<file path="src/design/cfu_pkg.sv">
`timescale 1ns / 1ps
// ----------------------------------------------------------------------------
// cfu_pkg
// Shared codes and item types of the control-flow execute unit.
// ----------------------------------------------------------------------------
package cfu_pkg;

    // function codes
    localparam logic [3:0] FN_HALT    = 4'd0;
    localparam logic [3:0] FN_STOP    = 4'd1;
    localparam logic [3:0] FN_JP_HL   = 4'd2;
    localparam logic [3:0] FN_JP_NN   = 4'd3;
    localparam logic [3:0] FN_JR_N    = 4'd4;
    localparam logic [3:0] FN_SCF     = 4'd5;
    localparam logic [3:0] FN_CCF     = 4'd6;
    localparam logic [3:0] FN_DI      = 4'd7;
    localparam logic [3:0] FN_EI      = 4'd8;
    localparam logic [3:0] FN_RET     = 4'd9;
    localparam logic [3:0] FN_RET_CC  = 4'd10;
    localparam logic [3:0] FN_RETI    = 4'd11;
    localparam logic [3:0] FN_CALL_NN = 4'd12;

    // condition codes
    localparam logic [2:0] CC_ALWAYS = 3'd0;
    localparam logic [2:0] CC_NZ     = 3'd1;
    localparam logic [2:0] CC_NC     = 3'd2;
    localparam logic [2:0] CC_Z      = 3'd3;
    localparam logic [2:0] CC_C      = 3'd4;

    // status codes
    localparam logic [1:0] ST_DONE     = 2'd0;
    localparam logic [1:0] ST_WAIT     = 2'd1;
    localparam logic [1:0] ST_HALT_IME = 2'd2;
    localparam logic [1:0] ST_STOPPED  = 2'd3;

    typedef struct packed {
        logic [3:0]  func;
        logic [2:0]  cond;
        logic        flag_zero;
        logic        flag_carry;
        logic [15:0] pc_in;
        logic [15:0] sp_in;
        logic [15:0] hl_value;
        logic [7:0]  imm_low;
        logic [7:0]  imm_high;
        logic [7:0]  stack_low;
        logic [7:0]  stack_high;
        logic        irq_pending;
    } t_item;

    typedef struct packed {
        logic [1:0]  status;
        logic        taken;
        logic [15:0] pc_out;
        logic [15:0] sp_out;
        logic        ime_out;
        logic        carry_out;
        logic        push_valid;
        logic [7:0]  push_high;
        logic [7:0]  push_low;
        logic [2:0]  m_cycles;
    } t_result;

    typedef struct packed {
        logic ime;
        logic halt_wait;
    } t_state;

endpackage

</file>
<file path="src/design/cfu_exec.sv">
`timescale 1ns / 1ps
// ----------------------------------------------------------------------------
// cfu_exec
// Single-pass execute logic: result and next state for one instruction.
// ----------------------------------------------------------------------------
module cfu_exec (
    input  cfu_pkg::t_item   i_item,
    input  cfu_pkg::t_state  i_state,
    output cfu_pkg::t_result o_result,
    output cfu_pkg::t_state  o_state
);
    import cfu_pkg::*;

    logic        cond_ok;
    logic [15:0] imm16;
    logic [15:0] stk16;
    logic [15:0] ret_addr;
    logic [15:0] rel_off;

    assign imm16    = {i_item.imm_high, i_item.imm_low};
    assign stk16    = {i_item.stack_high, i_item.stack_low};
    assign ret_addr = i_item.pc_in + 16'd3;
    assign rel_off  = {{8{i_item.imm_low[7]}}, i_item.imm_low};

    always_comb begin
        unique case (i_item.cond)
            CC_ALWAYS: cond_ok = 1'b1;
            CC_NZ:     cond_ok = ~i_item.flag_zero;
            CC_NC:     cond_ok = ~i_item.flag_carry;
            CC_Z:      cond_ok = i_item.flag_zero;
            CC_C:      cond_ok = i_item.flag_carry;
            default:   cond_ok = 1'b0;
        endcase
    end

    always_comb begin
        o_result.status     = ST_DONE;
        o_result.taken      = 1'b0;
        o_result.pc_out     = i_item.pc_in + 16'd1;
        o_result.sp_out     = i_item.sp_in;
        o_result.carry_out  = i_item.flag_carry;
        o_result.push_valid = 1'b0;
        o_result.push_high  = 8'd0;
        o_result.push_low   = 8'd0;
        o_result.m_cycles   = 3'd1;
        o_state.ime         = i_state.ime;
        o_state.halt_wait   = 1'b0;

        unique case (i_item.func) inside
            FN_HALT: begin
                if (i_state.ime) begin
                    o_result.status = ST_HALT_IME;
                end else if (!(i_state.halt_wait && i_item.irq_pending)) begin
                    // keep polling until an interrupt shows up on a later pass
                    o_result.status   = ST_WAIT;
                    o_result.pc_out   = i_item.pc_in;
                    o_state.halt_wait = 1'b1;
                end
            end
            FN_STOP: o_result.status = ST_STOPPED;
            FN_JP_HL: begin
                o_result.pc_out = i_item.hl_value;
                o_result.taken  = 1'b1;
            end
            FN_JP_NN: begin
                if (cond_ok) begin
                    o_result.pc_out   = imm16;
                    o_result.taken    = 1'b1;
                    o_result.m_cycles = 3'd4;
                end else begin
                    o_result.pc_out   = ret_addr;
                    o_result.m_cycles = 3'd3;
                end
            end
            FN_JR_N: begin
                if (cond_ok) begin
                    o_result.pc_out   = i_item.pc_in + 16'd2 + rel_off;
                    o_result.taken    = 1'b1;
                    o_result.m_cycles = 3'd3;
                end else begin
                    o_result.pc_out   = i_item.pc_in + 16'd2;
                    o_result.m_cycles = 3'd2;
                end
            end
            FN_SCF: o_result.carry_out = 1'b1;
            FN_CCF: o_result.carry_out = ~i_item.flag_carry;
            FN_DI:  o_state.ime = 1'b0;
            FN_EI:  o_state.ime = 1'b1;
            FN_RET, FN_RETI: begin
                o_result.pc_out   = stk16;
                o_result.sp_out   = i_item.sp_in + 16'd2;
                o_result.taken    = 1'b1;
                o_result.m_cycles = 3'd4;
                if (i_item.func == FN_RETI) begin
                    o_state.ime = 1'b1;
                end
            end
            FN_RET_CC: begin
                if (cond_ok) begin
                    o_result.pc_out   = stk16;
                    o_result.sp_out   = i_item.sp_in + 16'd2;
                    o_result.taken    = 1'b1;
                    o_result.m_cycles = 3'd5;
                end else begin
                    o_result.m_cycles = 3'd2;
                end
            end
            FN_CALL_NN: begin
                if (cond_ok) begin
                    o_result.push_valid = 1'b1;
                    o_result.push_high  = ret_addr[15:8];
                    o_result.push_low   = ret_addr[7:0];
                    o_result.sp_out     = i_item.sp_in - 16'd2;
                    o_result.pc_out     = imm16;
                    o_result.taken      = 1'b1;
                    o_result.m_cycles   = 3'd6;
                end else begin
                    o_result.pc_out   = ret_addr;
                    o_result.m_cycles = 3'd3;
                end
            end
            // unused function codes act as one-byte no-ops
            default: ;
        endcase

        o_result.ime_out = o_state.ime;
    end

endmodule

</file>
<file path="src/design/cpu_control_flow_unit.sv">
`timescale 1ns / 1ps
// ----------------------------------------------------------------------------
// cpu_control_flow_unit
// Execute unit for control-flow and flag-control instructions.
// ----------------------------------------------------------------------------
// One decoded instruction enters on the input channel (i_in_valid, o_in_stall)
// with its operands, flags and popped stack bytes; one result request leaves
// on the output channel (o_out_valid, i_out_stall) with new PC/SP, push bytes,
// IME, carry, status and M-cycle count.
// Pipeline: input register, single-pass execute logic, result register.
// An accepted instruction passes from the input register into the result register,
// which raises o_out_valid; throughput is one instruction per cycle while the
// receiver does not stall, since IME and the halt wait flag are updated as an
// instruction moves from the input register into the result register.
// When the receiver stalls, the result register holds; the input register
// still takes one more instruction, and o_in_stall rises only once both
// registers are full.
// Reset clears both valid flags, IME and the halt wait flag; o_in_stall is
// held high during reset, so no instruction is accepted.
// ----------------------------------------------------------------------------
module cpu_control_flow_unit (
    input  logic        i_clk,
    input  logic        i_rst_n,
    input  logic        i_in_valid,
    output logic        o_in_stall,
    input  logic [3:0]  i_func,
    input  logic [2:0]  i_cond,
    input  logic        i_flag_zero,
    input  logic        i_flag_carry,
    input  logic [15:0] i_pc_in,
    input  logic [15:0] i_sp_in,
    input  logic [15:0] i_hl_value,
    input  logic [7:0]  i_imm_low,
    input  logic [7:0]  i_imm_high,
    input  logic [7:0]  i_stack_low,
    input  logic [7:0]  i_stack_high,
    input  logic        i_irq_pending,
    output logic        o_out_valid,
    input  logic        i_out_stall,
    output logic [1:0]  o_status,
    output logic        o_taken,
    output logic [15:0] o_pc_out,
    output logic [15:0] o_sp_out,
    output logic        o_ime_out,
    output logic        o_carry_out,
    output logic        o_push_valid,
    output logic [7:0]  o_push_high,
    output logic [7:0]  o_push_low,
    output logic [2:0]  o_m_cycles
);
    import cfu_pkg::*;

    logic    r_s1_valid;
    t_item   r_s1_item;
    logic    r_out_valid;
    t_result r_out;
    t_state  r_state;

    t_result n_out;
    t_state  n_state;
    logic    out_free;
    logic    s1_move;
    logic    in_take;

    assign out_free = ~r_out_valid | ~i_out_stall;
    assign s1_move  = r_s1_valid & out_free;
    assign in_take  = i_in_valid & ~o_in_stall;

    assign o_in_stall = ~i_rst_n | (r_s1_valid & ~out_free);

    cfu_exec u_exec (
        .i_item   (r_s1_item),
        .i_state  (r_state),
        .o_result (n_out),
        .o_state  (n_state)
    );

    always_ff @(posedge i_clk) begin
        if (!i_rst_n) begin
            r_s1_valid  <= 1'b0;
            r_out_valid <= 1'b0;
            r_state     <= '0;
        end else begin
            if (in_take) begin
                r_s1_valid <= 1'b1;
            end else if (s1_move) begin
                r_s1_valid <= 1'b0;
            end
            if (s1_move) begin
                r_out_valid <= 1'b1;
                r_state     <= n_state;
            end else if (out_free) begin
                r_out_valid <= 1'b0;
            end
        end
    end

    // payload registers
    always_ff @(posedge i_clk) begin
        if (in_take) begin
            r_s1_item.func        <= i_func;
            r_s1_item.cond        <= i_cond;
            r_s1_item.flag_zero   <= i_flag_zero;
            r_s1_item.flag_carry  <= i_flag_carry;
            r_s1_item.pc_in       <= i_pc_in;
            r_s1_item.sp_in       <= i_sp_in;
            r_s1_item.hl_value    <= i_hl_value;
            r_s1_item.imm_low     <= i_imm_low;
            r_s1_item.imm_high    <= i_imm_high;
            r_s1_item.stack_low   <= i_stack_low;
            r_s1_item.stack_high  <= i_stack_high;
            r_s1_item.irq_pending <= i_irq_pending;
        end
        if (s1_move) begin
            r_out <= n_out;
        end
    end

    assign o_out_valid  = r_out_valid;
    assign o_status     = r_out.status;
    assign o_taken      = r_out.taken;
    assign o_pc_out     = r_out.pc_out;
    assign o_sp_out     = r_out.sp_out;
    assign o_ime_out    = r_out.ime_out;
    assign o_carry_out  = r_out.carry_out;
    assign o_push_valid = r_out.push_valid;
    assign o_push_high  = r_out.push_high;
    assign o_push_low   = r_out.push_low;
    assign o_m_cycles   = r_out.m_cycles;

    // the halt wait flag is only ever set while interrupts are disabled
    a_wait_no_ime: assert property (@(posedge i_clk) disable iff (!i_rst_n)
        r_state.halt_wait |-> !r_state.ime)
        else $error("halt wait flag set with IME on");

    a_halt_ime: assert property (@(posedge i_clk) disable iff (!i_rst_n)
        (o_out_valid && o_status == ST_HALT_IME) |-> o_ime_out)
        else $error("halted-with-IME status without IME");

    a_push_call: assert property (@(posedge i_clk) disable iff (!i_rst_n)
        (o_out_valid && o_push_valid) |-> (o_taken && o_m_cycles == 3'd6))
        else $error("push request outside a taken call");

    a_stall_full: assert property (@(posedge i_clk) disable iff (!i_rst_n)
        o_in_stall |-> (r_s1_valid && r_out_valid && i_out_stall))
        else $error("input stalled with room in the pipeline");

    a_ime_tracks: assert property (@(posedge i_clk) disable iff (!i_rst_n)
        $rose(o_out_valid) |-> (o_ime_out == r_state.ime))
        else $error("reported IME differs from held IME");

endmodule

</file>
<file path="config.mk">
export PLATFORM = sky130hd
export DESIGN_NAME = cpu_control_flow_unit
export DESIGN_NICKNAME = d
export VERILOG_FILES = /design/src/design/cfu_pkg.sv /design/src/design/cfu_exec.sv /design/src/design/cpu_control_flow_unit.sv
export SDC_FILE = /design/constraint.sdc
export NUM_CORES = 1
export LEC_CHECK = 0
export ABC_AREA = 0
export BUFFER_PORTS_ARGS = -buffer_cell sky130_fd_sc_hd__buf_2
export CAP_MARGIN = 20
export CORE_MARGIN = 4
export CORE_UTILIZATION = 58
export CTS_CLUSTER_SIZE = 40
export DETAILED_ROUTE_END_ITERATION = 8
export GPL_ROUTABILITY_DRIVEN = 0
export PLACE_DENSITY = 0.82
export RECOVER_POWER = 25
export SKIP_CTS_REPAIR_TIMING = 1
export SYNTH_ARGS = -nofsm -noshare
export SYNTH_HDL_FRONTEND = slang
export SYNTH_SLANG_ARGS = --single-unit
</file>
<file path="constraint.sdc">
create_clock -name i_clk -period 13 [get_ports i_clk]
set_input_delay 0.65 -clock i_clk [delete_from_list [all_inputs] [get_ports i_clk]]
set_output_delay 0.65 -clock i_clk [all_outputs]
set_load 0.02 [all_outputs]
</file>
==> metrics.txt, run 1 <==
Syn. warnings 0; gr ovfl total 0; insertion delay of the later-clocked pin in the worst-skew pair 0.43 ns; ANT nets after route 0; worst-case headroom to the max-slew limit 0.230; global-route usage over all layers 0.288; synthesized area per cell 11.0 µm²; area delta synth->final 17.3%; Total Wirelength around 23 mm; highest fanout seen on the critical path 11; number of enable flip-flop cells after synthesis ~150; peak clock frequency supported by timing about 240 MHz; Via density around 6.6; synthesized net count between 800 and 900; total clock buffers created by CTS 17; die span in y around 130 µm; Post-route DRC 0; core box area roughly 14000 µm²; Final Max Tran Viols 0; Max clock buf depth 2; RSZ-0062 raised after global routing no; power density over the cells between 100 and 150 nW/µm²; hold path cells 1; final hold slack 0.390 ns; number of I/O pins 153; source of the worst register-to-register timing path r_s1_item[67]; Iteration-0 DRC Markers 1255; required time worst endpoint around 13 ns; reg2reg path depth 12; measured slew at the worst slew-check pin between 1 and 1.5 ns; Die W about 130 µm; Post-synth top flop sky130_fd_sc_hd__edfxtp_1; fraction of layout cells with a size suffix above 1 0.228; Die Outline Area about 16000 µm²; total via count in the routed design approximately 7200; kind of end point of the critical path flop; final critical path time including I/O delays and setup between 4 and 5 ns; largest net degree at the start of global routing 60; kind of start point of the critical path flop; Async SR Flop Fraction 0; final worst clock skew approximately 0.015 ns; critical path data arrival time between 4 and 5 ns; Netlist Area Pre-Place approximately 8400 µm²; Peak supply drop roughly 130 µV; number of nets in the final layout around 1000; via count of the first global-routing pass between 6000 and 7000; clock tree from TritonCTS yes; antenna fix cells 0; reported leakage power ~3.6 nW; number of buffers added on ports approximately 150; 1st-pass router iterations 6; path class of the lowest-slack min-delay path in -> reg; crit path kind reg -> reg; depth of the CTS H-tree 4; post-DR wirelength/cell between 20 and 25 µm; count of max-cap constraint violations 0; # rows between 40 and 50; register area share after synthesis 0.537; wire length of the first global-routing pass between 30 and 40 mm; clock slew at the register clock pins of the worst setup and hold paths around 0.060 ns; worst hold path startpoint i_func[3]; Cells after Synth 761; Critical Path Source r_s1_item[67]; number of sinks handled by clock tree synthesis 151; Setup TNS Final 0 ns; count of different cell masters after synthesis ~80; initial standard-cell utilization of the core 0.598; clock root buffer sky130_fd_sc_hd__clkbuf_16; count of non-filler cells in the finished layout ~1100; outcome finished, final reports clean; initial antenna violation count 0; placed wire-length estimate 16.1 mm; final count of hold timing violations 0; number of instances in the placed design between 1000 and 1500; Finish-stage setup viols 0; number of storage elements in the synthesis netlist about 150; share of the clock period used by the worst path after layout 0.326
## cells by family (layout without fill, tap and decap cells)
family	count (synthesis)	after routing	synth area share
AOI/OAI and AO/OA	206	206	0.176
DFF	151	151	0.537
adders and majority gates	24	24	0.0368
and+or+nand+nor	259	259	0.151
xor gates and xnor gates	60	60	0.0628
buffers and inverters	57	207	0.0308
muxes	4	4	0.00538
## metrics by stage
| step | worst slack [ns] | instance area (µm²) | power [mW] | utilization |
|---|---|---|---|---|
| global route | 8.50 | 9810 | 1.26 | 0.702 |
| detailed placement | 9.01 | 9220 | 0.734 | 0.659 |
| CTS | 8.94 | 9820 | 1.22 | 0.702 |
| floorplan | 7.33 | 8360 | 0.684 | - |
| global placement | 9.13 | 9220 | 0.730 | 0.659 |
| finish | 8.77 | 9810 | 1.22 | 0.702 |
## synthesized netlist by cell type, types with 5 or more instances
cell type	count	share of area
sky130_fd_sc_hd__and2_1	5	0.0037
sky130_fd_sc_hd__and3_1	10	0.0075
sky130_fd_sc_hd__buf_4	5	0.0045
sky130_fd_sc_hd__o31ai_1	7	0.0063
sky130_fd_sc_hd__nand2_1	71	0.032
sky130_fd_sc_hd__edfxtp_1	147	0.53
sky130_fd_sc_hd__a211oi_1	7	0.0063
sky130_fd_sc_hd__a221o_1	5	0.0060
sky130_fd_sc_hd__o221ai_1	7	0.0073
sky130_fd_sc_hd__o21ai_1	7	0.0042
sky130_fd_sc_hd__xnor2_1	34	0.036
sky130_fd_sc_hd__a222oi_1	6	0.0072
sky130_fd_sc_hd__a22oi_1	6	0.0054
sky130_fd_sc_hd__inv_1	15	0.0067
sky130_fd_sc_hd__nor3_1	21	0.013
sky130_fd_sc_hd__nor2_1	66	0.030
sky130_fd_sc_hd__nor4_1	6	0.0045
sky130_fd_sc_hd__buf_2	20	0.012
sky130_fd_sc_hd__or3_1	6	0.0045
sky130_fd_sc_hd__a21oi_1	37	0.022
sky130_fd_sc_hd__clkbuf_1	12	0.0054
sky130_fd_sc_hd__nand4_1	12	0.0090
sky130_fd_sc_hd__a221oi_1	6	0.0063
sky130_fd_sc_hd__nand3_1	26	0.016
sky130_fd_sc_hd__xor2_1	26	0.027
sky130_fd_sc_hd__nand2b_1	6	0.0045
sky130_fd_sc_hd__o21a_1	6	0.0054
sky130_fd_sc_hd__o211ai_1	7	0.0063
sky130_fd_sc_hd__ha_1	23	0.034
sky130_fd_sc_hd__o21ai_0	29	0.017
sky130_fd_sc_hd__o22ai_1	6	0.0045
sky130_fd_sc_hd__nor2b_1	12	0.0090
sky130_fd_sc_hd__a21boi_0	5	0.0045
sky130_fd_sc_hd__a31oi_1	12	0.0090
sky130_fd_sc_hd__a21o_1	8	0.0072
## report_power, final
part           switching (mW)  leakage [nW]  internal [mW]
Clock                   0.198         0.279          0.294
Sequential             0.0193          1.40          0.562
Combinational          0.0937          1.93         0.0553
Total                   0.311          3.61          0.912
## sequential cells by signal (all words and copies together), names as in the netlist, 2 cells and up
register / count
o_pc_out: 16
o_status: 2
o_m_cycles: 3
r_s1_item: 90
o_sp_out: 16
o_push_high: 8
o_push_low: 8
r_state: 2
## critical path, stage by stage (launching register included)
cell	delay (ns)
sky130_fd_sc_hd__edfxtp_1	0.57
sky130_fd_sc_hd__ha_1	0.34
sky130_fd_sc_hd__nand3_2	0.16
sky130_fd_sc_hd__or2_0	0.35
sky130_fd_sc_hd__xnor2_1	0.23
sky130_fd_sc_hd__ha_1	0.31
sky130_fd_sc_hd__nand2_1	0.15
sky130_fd_sc_hd__nor2_1	0.08
sky130_fd_sc_hd__a2111oi_0	0.91
sky130_fd_sc_hd__o31ai_1	0.32
sky130_fd_sc_hd__a2111o_1	0.46
sky130_fd_sc_hd__a21oi_1	0.14
sky130_fd_sc_hd__a211o_1	0.10
## placed cells by master, fill, tap and decap left out, drive strengths merged, types with 23 or more instances in the layout
cell    Yosys  final
buf        28    154
edfxtp    147    147
nand2      71     71
nor2       68     68
a21oi      39     39
o21ai      38     38
xnor2      34     34
nand3      28     28
xor2       26     26
ha         23     23
clkbuf     12     23
## path summary, 6_finish.rpt
kind | end | slack (ns)
max | o_pc_out[15] | 8.77
min | r_s1_item[89] | 0.39
max reg2reg | o_pc_out[15] | 8.77
min reg2reg | o_sp_out[0] | 0.42
## metal layers
metal,share of wire,vias to the layer above,global-route usage,wire length (µm)
li1,-,3196,-,-
met1,0.37,3287,0.378,8580
met2,0.45,599,0.444,10600
met3,0.14,112,0.0838,3180
met4,0.047,0,0.134,1100
met5,0,-,0,0
## layout make-up
cell class              count  area [µm²]
flip-flops and latches    151        4490
fillers                  1015        4170
clock buffers              19         453
inverters                  17        63.8
multi-input cells         553        3630
well taps                 180         225
clock inverters            13         146
repair buffers            158         801
No activity file was read; power rests on OpenSTA's default activity.
==> inputs of run 2 (changes only) <==
CORE_UTILIZATION = 56   (was 58)
PLACE_DENSITY = 0.79   (was 0.82)
clock period = 4.3 ns   (was 13 ns; I/O delays follow)
==> metrics.txt, run 2 (same netlist as run 1, synthesis figures left out) <==
crit path kind reg -> reg; number of sinks handled by clock tree synthesis 151 (unchanged); Finish-stage setup viols 0 (unchanged); clock tree from TritonCTS yes; final count of hold timing violations 0 (unchanged); Via density 6.24 (-5.4%); Die Outline Area 17000 µm² (+3.3%); number of I/O pins 153 (unchanged); post-route setup slack 0.348 ns (-8.42 ns); kind of end point of the critical path flop; most frequent cells in the layout sky130_fd_sc_hd__edfxtp_1 (147), sky130_fd_sc_hd__buf_2 (145), sky130_fd_sc_hd__dlygate4sd3_1 (90); met2 wire len 11.7 mm (+11%); required time worst endpoint 4.48 ns (-8.82 ns); wire length of the first global-routing pass 35.0 mm (-3.3%); Routed met3 length 2.65 mm (-17%); Post-route DRC 0 (unchanged); total clock buffers created by CTS 17 (unchanged); # rows 44 (+2.3%); highest fanout seen on the critical path 11 (unchanged); largest net degree at the start of global routing 60 (unchanged); kind of start point of the critical path flop; placed cell area 9290 µm² (+0.76%); Total Wirelength 24.7 mm (+5.4%); top layer used by detailed routing met4; Iteration-0 DRC Markers 895 (-29%); via count of the first global-routing pass 6457 (-4.1%); die span in y 130 µm (+1.7%); outcome finished, final reports clean; RSZ-0062 raised after global routing no; Final Max Tran Viols 0 (unchanged); path class of the lowest-slack min-delay path in -> reg; core box area 14600 µm² (+4.3%); global-route usage over all layers 0.274 (-0.0142); most common cell after layout, fill and taps aside sky130_fd_sc_hd__edfxtp_1; initial standard-cell utilization of the core 0.573 (-0.0246); count of filler cells inserted in the layout 963 (-5.1%); depth of the CTS H-tree 4 (unchanged); Die W 130 µm (+1.7%); share of the clock period used by the worst path after layout 0.919 (+0.593); 1st-pass router iterations 6 (unchanged); reported leakage power 4.03 nW (+12%); total via count in the routed design 7438 (+3.4%); count of max-cap constraint violations 0 (unchanged); insertion delay of the later-clocked pin in the worst-skew pair 0.44 ns (about the same); total routed wire length on the met1 layer 9.48 mm (+10%); worst-case headroom to the max-slew limit 0.214 (-0.0161); final critical path time including I/O delays and setup 3.95 ns (-0.283 ns); final hold slack 0.0596 ns (-0.330 ns); clock slew at the register clock pins of the worst setup and hold paths 0.06 ns (about the same); fraction of layout cells with a size suffix above 1 0.209 (-0.0190); power density over the cells 347 nW/µm² (+180%); Most flops, register r_s1_item; Setup TNS Final 0 ns (unchanged); post-DR wirelength/cell 20.7 µm (-3.5%); max reg flops 90 (unchanged); antenna fix cells 0 (unchanged); measured slew at the worst slew-check pin 1.17 ns (+0.0162 ns); gr ovfl total 0 (unchanged); Peak supply drop 308 µV (+130%); fin area 10800 µm² (+9.7%); number of buffers added on ports 152 (unchanged); number of nets in the final layout 1113 (+9.5%); peak clock frequency supported by timing 253 MHz (+7.2%); clock root buffer sky130_fd_sc_hd__clkbuf_16; area delta synth->final 28.7%; Max clock buf depth 2 (unchanged); final worst clock skew 0.0123 ns (-0.00246 ns); post-layout util 0.738 (+0.0364); ANT nets after route 0 (unchanged); initial antenna violation count 0 (unchanged); critical path data arrival time 4.13 ns (-0.40 ns); worst slack at placement 0.463 ns (-8.55 ns); placed wire-length estimate 16.6 mm (+2.9%)
==> run 2: where the power goes <==
part	leakage (nW)	switching (mW)	internal, mW
Clock	0.290	0.583	0.882
Combinational	2.34	0.295	0.225
Sequential	1.40	0.0548	1.70
==> run 2: final timing paths <==
check | endpoint | from | slack (ns) | depth (start not counted)
max | o_pc_out[15] | r_s1_item[67] | 0.35 | 13
min reg2reg | o_sp_out[0] | r_s1_item[49] | 0.43 | 0
max reg2reg | o_pc_out[15] | r_s1_item[67] | 0.35 | 13
min | o_out_valid | i_rst_n | 0.06 | 2
==> run 2: per-layer routing <==
layer,global-route usage,vias up
met5,0,-
met4,0.116,0
met1,0.365,3454
met3,0.0749,80
li1,-,3394
met2,0.425,510
==> run 2: worst max-delay path: stages (launching register included) <==
cell and delay [ns]:
sky130_fd_sc_hd__edfxtp_1 0.59, sky130_fd_sc_hd__ha_1 0.35, sky130_fd_sc_hd__nand3_2 0.16, sky130_fd_sc_hd__or2_0 0.35
sky130_fd_sc_hd__xnor2_1 0.20, sky130_fd_sc_hd__ha_1 0.36, sky130_fd_sc_hd__nand2_1 0.12, sky130_fd_sc_hd__a2111oi_0 0.29
sky130_fd_sc_hd__a2111oi_0 0.12, sky130_fd_sc_hd__buf_4 0.17, sky130_fd_sc_hd__o31ai_1 0.45, sky130_fd_sc_hd__a2111o_1 0.23
sky130_fd_sc_hd__a21oi_1 0.07, sky130_fd_sc_hd__a211o_1 0.23
==> run 2: through the flow <==
step	total power, mW	cells
floorplan	2.06	761
global route	3.86	1192
global placement	2.21	1070
detailed placement	2.22	1070
finish	3.74	1192
CTS	3.67	1102
==> run 2: area by class of cell <==
cell class                 count  area [µm²]  area share
multi-input combinational    553        3630       0.337
timing repair buffer         255        1760       0.164
inverter                      17        63.8     0.00593
clock buffer                  20         457      0.0424
clock inverter                12         128      0.0119
tap                          184         230      0.0214
sequential                   151        4490       0.417
